$ cat src/design/s2a_pkg.sv
// ----------------------------------------------------------------------------
// s2a_pkg
// Shared types, constants and key tables for the scancode to ASCII unit.
// ----------------------------------------------------------------------------
package s2a_pkg;

  // Character FIFO geometry (ring buffer holds DEPTH-1 characters)
  localparam int unsigned DEPTH = 64;
  localparam int unsigned PTR_W = $clog2(DEPTH);

  typedef logic [PTR_W-1:0] ptr_t;
  typedef logic [6:0]       char_t;

  // Command codes
  localparam logic CMD_SCAN = 1'b0;
  localparam logic CMD_READ = 1'b1;

  // Set 1 scancodes with special meaning
  localparam logic [7:0] CODE_LSHIFT_MAKE  = 8'h2A;
  localparam logic [7:0] CODE_RSHIFT_MAKE  = 8'h36;
  localparam logic [7:0] CODE_LSHIFT_BREAK = 8'hAA;
  localparam logic [7:0] CODE_RSHIFT_BREAK = 8'hB6;
  localparam logic [7:0] CODE_CAPS_MAKE    = 8'h3A;

  // Input transaction
  typedef struct packed {
    logic       cmd;
    logic [7:0] scancode;
  } in_item_t;

  // Result transaction
  typedef struct packed {
    char_t char_out;
    logic  char_valid;
    logic  has_input;
  } out_item_t;

  // Push request from the key map to the FIFO
  typedef struct packed {
    logic  push;
    char_t ch;
  } push_req_t;

  // Next slot of a ring pointer
  function automatic ptr_t next_slot(input ptr_t p);
    return (p == PTR_W'(DEPTH - 1)) ? '0 : p + PTR_W'(1);
  endfunction

  // Unshifted key table
  function automatic char_t rom_lower(input logic [6:0] idx);
    char_t c;
    case (idx)
      7'd1:  c = 7'h1B;
      7'd2:  c = 7'h31;
      7'd3:  c = 7'h32;
      7'd4:  c = 7'h33;
      7'd5:  c = 7'h34;
      7'd6:  c = 7'h35;
      7'd7:  c = 7'h36;
      7'd8:  c = 7'h37;
      7'd9:  c = 7'h38;
      7'd10: c = 7'h39;
      7'd11: c = 7'h30;
      7'd12: c = 7'h2D;
      7'd13: c = 7'h3D;
      7'd14: c = 7'h08;
      7'd15: c = 7'h09;
      7'd16: c = 7'h71;
      7'd17: c = 7'h77;
      7'd18: c = 7'h65;
      7'd19: c = 7'h72;
      7'd20: c = 7'h74;
      7'd21: c = 7'h79;
      7'd22: c = 7'h75;
      7'd23: c = 7'h69;
      7'd24: c = 7'h6F;
      7'd25: c = 7'h70;
      7'd26: c = 7'h5B;
      7'd27: c = 7'h5D;
      7'd28: c = 7'h0A;
      7'd30: c = 7'h61;
      7'd31: c = 7'h73;
      7'd32: c = 7'h64;
      7'd33: c = 7'h66;
      7'd34: c = 7'h67;
      7'd35: c = 7'h68;
      7'd36: c = 7'h6A;
      7'd37: c = 7'h6B;
      7'd38: c = 7'h6C;
      7'd39: c = 7'h3B;
      7'd40: c = 7'h27;
      7'd41: c = 7'h60;
      7'd43: c = 7'h5C;
      7'd44: c = 7'h7A;
      7'd45: c = 7'h78;
      7'd46: c = 7'h63;
      7'd47: c = 7'h76;
      7'd48: c = 7'h62;
      7'd49: c = 7'h6E;
      7'd50: c = 7'h6D;
      7'd51: c = 7'h2C;
      7'd52: c = 7'h2E;
      7'd53: c = 7'h2F;
      7'd55: c = 7'h2A;
      7'd57: c = 7'h20;
      default: c = 7'h00;
    endcase
    return c;
  endfunction

  // Shifted key table
  function automatic char_t rom_upper(input logic [6:0] idx);
    char_t c;
    case (idx)
      7'd1:  c = 7'h1B;
      7'd2:  c = 7'h21;
      7'd3:  c = 7'h40;
      7'd4:  c = 7'h23;
      7'd5:  c = 7'h24;
      7'd6:  c = 7'h25;
      7'd7:  c = 7'h5E;
      7'd8:  c = 7'h26;
      7'd9:  c = 7'h2A;
      7'd10: c = 7'h28;
      7'd11: c = 7'h29;
      7'd12: c = 7'h5F;
      7'd13: c = 7'h2B;
      7'd14: c = 7'h08;
      7'd15: c = 7'h09;
      7'd16: c = 7'h51;
      7'd17: c = 7'h57;
      7'd18: c = 7'h45;
      7'd19: c = 7'h52;
      7'd20: c = 7'h54;
      7'd21: c = 7'h59;
      7'd22: c = 7'h55;
      7'd23: c = 7'h49;
      7'd24: c = 7'h4F;
      7'd25: c = 7'h50;
      7'd26: c = 7'h7B;
      7'd27: c = 7'h7D;
      7'd28: c = 7'h0A;
      7'd30: c = 7'h41;
      7'd31: c = 7'h53;
      7'd32: c = 7'h44;
      7'd33: c = 7'h46;
      7'd34: c = 7'h47;
      7'd35: c = 7'h48;
      7'd36: c = 7'h4A;
      7'd37: c = 7'h4B;
      7'd38: c = 7'h4C;
      7'd39: c = 7'h3A;
      7'd40: c = 7'h22;
      7'd41: c = 7'h7E;
      7'd43: c = 7'h7C;
      7'd44: c = 7'h5A;
      7'd45: c = 7'h58;
      7'd46: c = 7'h43;
      7'd47: c = 7'h56;
      7'd48: c = 7'h42;
      7'd49: c = 7'h4E;
      7'd50: c = 7'h4D;
      7'd51: c = 7'h3C;
      7'd52: c = 7'h3E;
      7'd53: c = 7'h3F;
      7'd55: c = 7'h2A;
      7'd57: c = 7'h20;
      default: c = 7'h00;
    endcase
    return c;
  endfunction

endpackage

$ cat src/design/s2a_keymap.sv
// ----------------------------------------------------------------------------
// s2a_keymap
// Modifier flags and scancode to character translation.
// ----------------------------------------------------------------------------
module s2a_keymap import s2a_pkg::*; (
  input  logic      clk_i,
  input  logic      rst_ni,
  input  logic      advance_i,
  input  in_item_t  item_i,
  output push_req_t push_o
);

  logic  shift_q, shift_d;
  logic  caps_q, caps_d;
  char_t ch;

  // Look up the character for the current modifier state
  assign ch = (shift_q ^ caps_q) ? rom_upper(item_i.scancode[6:0])
                                 : rom_lower(item_i.scancode[6:0]);

  // Decode modifiers and character pushes
  always_comb begin
    shift_d     = shift_q;
    caps_d      = caps_q;
    push_o.push = 1'b0;
    push_o.ch   = ch;
    if (item_i.cmd == CMD_SCAN) begin
      unique case (item_i.scancode)
        CODE_LSHIFT_MAKE, CODE_RSHIFT_MAKE:   shift_d = 1'b1;
        CODE_LSHIFT_BREAK, CODE_RSHIFT_BREAK: shift_d = 1'b0;
        CODE_CAPS_MAKE:                       caps_d  = ~caps_q;
        default: begin
          // break codes and prefixes carry bit 7 and are dropped
          push_o.push = ~item_i.scancode[7] && (ch != '0);
        end
      endcase
    end
  end

  // Hold flags between transactions
  always_ff @(posedge clk_i or negedge rst_ni) begin
    if (!rst_ni) begin
      shift_q <= 1'b0;
      caps_q  <= 1'b0;
    end else if (advance_i) begin
      shift_q <= shift_d;
      caps_q  <= caps_d;
    end
  end

endmodule

$ cat src/design/s2a_fifo.sv
// ----------------------------------------------------------------------------
// s2a_fifo
// Character ring FIFO with a prefetched head entry.
// ----------------------------------------------------------------------------
module s2a_fifo import s2a_pkg::*; (
  input  logic      clk_i,
  input  logic      rst_ni,
  input  logic      advance_i,
  input  push_req_t push_i,
  input  logic      pop_req_i,
  output out_item_t result_o
);

  char_t mem_q [DEPTH];
  ptr_t  wr_ptr_q, wr_ptr_d;
  ptr_t  rd_ptr_q, rd_ptr_d;
  char_t head_q;
  logic  empty, full, push, pop;

  // Full and empty status
  assign empty = (wr_ptr_q == rd_ptr_q);
  assign full  = (next_slot(wr_ptr_q) == rd_ptr_q);
  assign push  = advance_i && push_i.push && !full;
  assign pop   = advance_i && pop_req_i && !empty;

  // Advance pointers
  always_comb begin
    wr_ptr_d = push ? next_slot(wr_ptr_q) : wr_ptr_q;
    rd_ptr_d = pop  ? next_slot(rd_ptr_q) : rd_ptr_q;
  end

  // Build the result
  always_comb begin
    result_o.char_out   = pop ? head_q : '0;
    result_o.char_valid = pop;
    result_o.has_input  = (wr_ptr_d != rd_ptr_d);
  end

  always_ff @(posedge clk_i or negedge rst_ni) begin
    if (!rst_ni) begin
      wr_ptr_q <= '0;
      rd_ptr_q <= '0;
    end else begin
      wr_ptr_q <= wr_ptr_d;
      rd_ptr_q <= rd_ptr_d;
    end
  end

  // Write storage and prefetch the next head, bypassing a write to it
  always_ff @(posedge clk_i) begin
    if (push) begin
      mem_q[wr_ptr_q] <= push_i.ch;
    end
    if (push && (wr_ptr_q == rd_ptr_d)) begin
      head_q <= push_i.ch;
    end else begin
      head_q <= mem_q[rd_ptr_d];
    end
  end

endmodule

$ cat src/design/scancode_to_ascii_fifo_unit.sv
// ----------------------------------------------------------------------------
// scancode_to_ascii_fifo_unit
// PS/2 Set 1 scancode translator with a character FIFO.
// ----------------------------------------------------------------------------
// Each transaction is either a scancode or a read request and yields exactly
// one result. The unit takes one transaction per cycle while the output is
// not stalled. A result passes through the input register, one translation
// and FIFO pass and the result register before it is offered at the output.
// A stalled result holds the input stage, which then stalls the input
// channel. The head of the FIFO is prefetched from storage into a register,
// so a read takes its character from that register. Shift and caps-lock
// codes only update their flags; other break codes and E0/E1 prefixes are
// ignored. The FIFO holds DEPTH-1 characters and drops new ones when full; a
// read from an empty FIFO returns zero with char_valid low.
module scancode_to_ascii_fifo_unit import s2a_pkg::*; (
  input  logic      clk_i,
  input  logic      rst_ni,
  input  logic      in_valid_i,
  output logic      in_stall_o,
  input  in_item_t  in_item_i,
  output logic      out_valid_o,
  input  logic      out_stall_i,
  output out_item_t out_item_o
);

  logic      a_valid_q;
  in_item_t  a_item_q;
  logic      b_valid_q;
  out_item_t b_item_q;
  logic      advance, in_accept;
  push_req_t push_req;
  out_item_t result;

  // Move the input stage forward when the result stage is free
  assign advance    = a_valid_q && (!b_valid_q || !out_stall_i);
  assign in_stall_o = a_valid_q && !advance;
  assign in_accept  = in_valid_i && !in_stall_o;

  s2a_keymap u_keymap (
    .clk_i     (clk_i),
    .rst_ni    (rst_ni),
    .advance_i (advance),
    .item_i    (a_item_q),
    .push_o    (push_req)
  );

  s2a_fifo u_fifo (
    .clk_i     (clk_i),
    .rst_ni    (rst_ni),
    .advance_i (advance),
    .push_i    (push_req),
    .pop_req_i (a_item_q.cmd == CMD_READ),
    .result_o  (result)
  );

  // Input and result valid flags
  always_ff @(posedge clk_i or negedge rst_ni) begin
    if (!rst_ni) begin
      a_valid_q <= 1'b0;
      b_valid_q <= 1'b0;
    end else begin
      if (in_accept) begin
        a_valid_q <= 1'b1;
      end else if (advance) begin
        a_valid_q <= 1'b0;
      end
      if (advance) begin
        b_valid_q <= 1'b1;
      end else if (!out_stall_i) begin
        b_valid_q <= 1'b0;
      end
    end
  end

  // Capture payloads
  always_ff @(posedge clk_i) begin
    if (in_accept) begin
      a_item_q <= in_item_i;
    end
    if (advance) begin
      b_item_q <= result;
    end
  end

  assign out_valid_o = b_valid_q;
  assign out_item_o  = b_item_q;

endmodule

$ cat config.mk
export PLATFORM = sky130hd
export DESIGN_NAME = scancode_to_ascii_fifo_unit
export DESIGN_NICKNAME = d
export VERILOG_FILES = /design/src/design/s2a_pkg.sv /design/src/design/s2a_keymap.sv /design/src/design/s2a_fifo.sv /design/src/design/scancode_to_ascii_fifo_unit.sv
export SDC_FILE = /design/constraint.sdc
export NUM_CORES = 1
export LEC_CHECK = 0
export BUFFER_PORTS_ARGS = -buffer_cell sky130_fd_sc_hd__buf_4
export CAP_MARGIN = 40
export CORE_MARGIN = 2
export CORE_UTILIZATION = 62
export DETAILED_ROUTE_END_ITERATION = 8
export GPL_TIMING_DRIVEN = 0
export HOLD_SLACK_MARGIN = 0.15
export PLACE_DENSITY = 0.78
export RECOVER_POWER = 100
export SETUP_SLACK_MARGIN = 0.15
export SLEW_MARGIN = 40
export SYNTH_ARGS = -nofsm -noshare
export SYNTH_HDL_FRONTEND = slang
export SYNTH_HIERARCHICAL = 1
export SYNTH_SLANG_ARGS = --single-unit
$ cat constraint.sdc
create_clock -name clk_i -period 10.7 [get_ports clk_i]
set_input_delay 1.605 -clock clk_i [delete_from_list [all_inputs] [get_ports clk_i]]
set_output_delay 1.605 -clock clk_i [all_outputs]
set_load 0.05 [all_outputs]
==> impl_results.md <==
- Status: finished, violations left
- Failing checks: capacitance limit, slew limit
- Slew @ Worst Pin: 3.583 ns
- Placed cell area: 0.02166 sq mm
- GP Congestion: 0.9000
- Initial DRC Count: 1273
- Top post-synthesis cells by count: edfxtp_1, mux4_2, nor2_1
- Inserted Diodes: 0
- Mapped Nets: 1092
- First-pass GRT wire length: 70.89 mm
- Minimum clock period: 7.630 ns
- Gr usage total: 27.92%
- Count of flip-flops with a built-in enable after synthesis: 466
- Nets: 1193
- Top-area cell type share of the netlist area: 67.70%
- DIE AREA: 0.03482 sq mm
- Total of max-cap violations: 4
- Final setup vio count: 0
- Syn avg cell area: 19.41 sq um
- Initial Util: 63.21%
- Die width: 186.6 um
- Total grt overflow: 0
- Critical Path Start Type: register
- Final wirelength: 47.62 mm
- Setup Skew: 0.01650 ns
- Total CTS buffers: 48
- RSZ-0062 raised after global routing: false
- Multi-input gate area: 0.005627 sq mm
- Min-delay src: a_item_q[7]
- Synth Instances: 1065
- Register bit total from synthesis: 488
- Setup bufs post-CTS: 0
- Cts hold-fix bufs: 0
- WP data arrival: 7.83 ns
- CTS sink count: 488
- Initial antenna violation count: 1
- First-pass detailed-route iteration total: 6
- Via density: 6.706
- Fmax: 131.1 MHz
- Crit path max fanout: 65
- Vias in the first global route: 10920
- Io pins: 24
- Clk_lat worst skew: 0.58 ns
- CTS root buf: clkbuf_16
- Primary FF master, synth: edfxtp_1
- Placed cell count: 1558
- Top-count cell post-synth: edfxtp_1
- Row count: 66
- PostCTS Resize Cnt: 0
- Share of layout cells above drive strength 1: 22.99%
- Via count: 11050
- Synth area leaders: edfxtp_1, mux4_2, dfrtp_1
- Die Height: 186.6 um
- Worst VDD drop: 0.0001463 V
- Fin area: 0.02292 sq mm
- CTS H-tree lvls: 2
- Dpl ws: 4.769 ns
- Post-DRT Antenna Nets: 0
- Worst slew margin relative to its limit: -138.9%
- Sequential Area: 0.01451 sq mm
- Area growth, synth to finish: 10.88%
- Setup ws final: 3.070 ns
- Max clock buf depth: 3
- CP endpoint kind: register
- Synth area leader: edfxtp_1
- Unique masters post-synth: 80
- Crit path from: a_item_q[0]
- Final Instance Count excl. Fillers: 1647
- Hpwl dp: 31.16 mm
- Port Buffers: 23
- WL/cell: 28.91 um
- Hold_ws: 0.4953 ns
- Synth warn: 6
- Mapped Area: 0.02067 sq mm
- Post-synth ARST share: 3.279%
- DRC viols: 0
- CP required: 10.90 ns
- Slew Limit Fails: 202
- Pin count of the biggest net entering global routing: 66
- WS Path Type: register to register
- Leakage: 7.339 nW
- Worst hold path type: register to register
- Core footprint: 0.03270 sq mm
- Final Cycle Share: 71.31%
- CTS tree: built
- Final hold violation count: 0
- Fill cell count: 2037
- Seq/Total Area, Yosys: 70.22%
- Worst-path clk slew: 0.06 ns
- Critical R2R Launch: a_item_q[0]
- PD cells: 241.1 mW/mm^2
## per-stage QoR
stage               total power, mW  setup TNS [ns]  utilization (%)
finish                        5.525               0            70.08
global route                  5.699               0            70.08
CTS                           5.544               0            70.80
detailed placement            3.940               0            66.25
global placement              3.907         -669.74            65.43
floorplan                     3.428               0                -
## power by group
group	internal [mW]	leakage (nW)	switching, mW
Sequential	2.18	4.51	0.0395
Combinational	0.778	2.10	0.929
Clock	0.915	0.731	0.688
Total	3.87	7.34	1.66
## cells in the final DEF, fill, tap and decap left out, drive strengths merged, types with 6 or more instances in the layout
master,n
a211oi,8
a21oi,14
a311oi,7
a31oi,9
buf,39
clkbuf,137
clkinv,22
dfrtp,16
dfxtp,6
edfxtp,466
ha,14
inv,17
mux2i,7
mux4,149
nand2,20
nand2b,7
nand3,17
nand4,6
nor2,91
nor2b,16
nor3,8
o21ai,12
xnor2,13
## metal layers
| layer | up-vias | routed length (um) | GRT usage, % |
|---|---|---|---|
| met3 | 96 | 5228 | 8.087 |
| met4 | 2 | 1552 | 9.463 |
| met1 | 5706 | 18230 | 39.02 |
| met5 | - | 10 | 0 |
| met2 | 642 | 22600 | 43.13 |
| li1 | 4599 | - | - |
## cell families after synthesis
kind of cell               count (synthesis)  share of synthesized area [%]
xor gates and xnor gates                  20                         0.9928
adders and majority gates                 14                         0.8475
buffers and inverters                     79                          2.439
DFF                                      488                          70.22
AOI/OAI and AO/OA                         95                          3.456
and+or+nand+nor                          208                          5.200
muxes                                    161                          16.85
## sequential cells by signal, summed over array words and instances, names as in the netlist, named ones only
| signal | flops |
|---|---|
| u_keymap/shift_q | 1 |
| u_keymap/caps_q | 1 |
| a_item_q | 9 |
| u_fifo/mem_q | 448 |
| a_valid_q | 1 |
| u_fifo/wr_ptr_q | 6 |
| u_fifo/rd_ptr_q | 6 |
| out_valid_o | 1 |
| out_item_o | 9 |
## worst max-delay path: stages (launching register included)
cell and delay, ns:
edfxtp_1 0.46, clkbuf_1 0.42, inv_1 0.22, ha_1 0.39, mux4_2 0.50, a311oi_1 0.42
o311a_1 1.90, nor2_1 0.12, a31oi_1 0.36, nand2_1 0.28, a31o_2 0.39, nor2_1 0.22
nand3b_1 0.67, nor2_1 0.90
## cell type report
class,count,area share (%)
Multi-Input combinational cell,498,24.55
Sequential cell,488,63.33
Tap cell,442,2.413
Inverter,15,0.2784
Timing Repair Buffer,51,1.015
Buffer,64,1.922
Clock inverter,27,0.9281
Clock buffer,62,5.563
## path summary, 6_finish.rpt
check                                      to  cells past startpoint  slack [ns]
min in group asynchronous  u_fifo/rd_ptr_q[1]                      1        1.13
max in group asynchronous    u_keymap/shift_q                      1        9.00
setup reg to reg           u_fifo/mem_q[2][2]                     13        3.07
setup / recovery           u_fifo/mem_q[2][2]                     13        3.07
hold reg to reg              u_keymap/shift_q                      1        0.50
hold / removal               u_keymap/shift_q                      1        0.50
No activity file was read; power rests on OpenSTA's default activity.
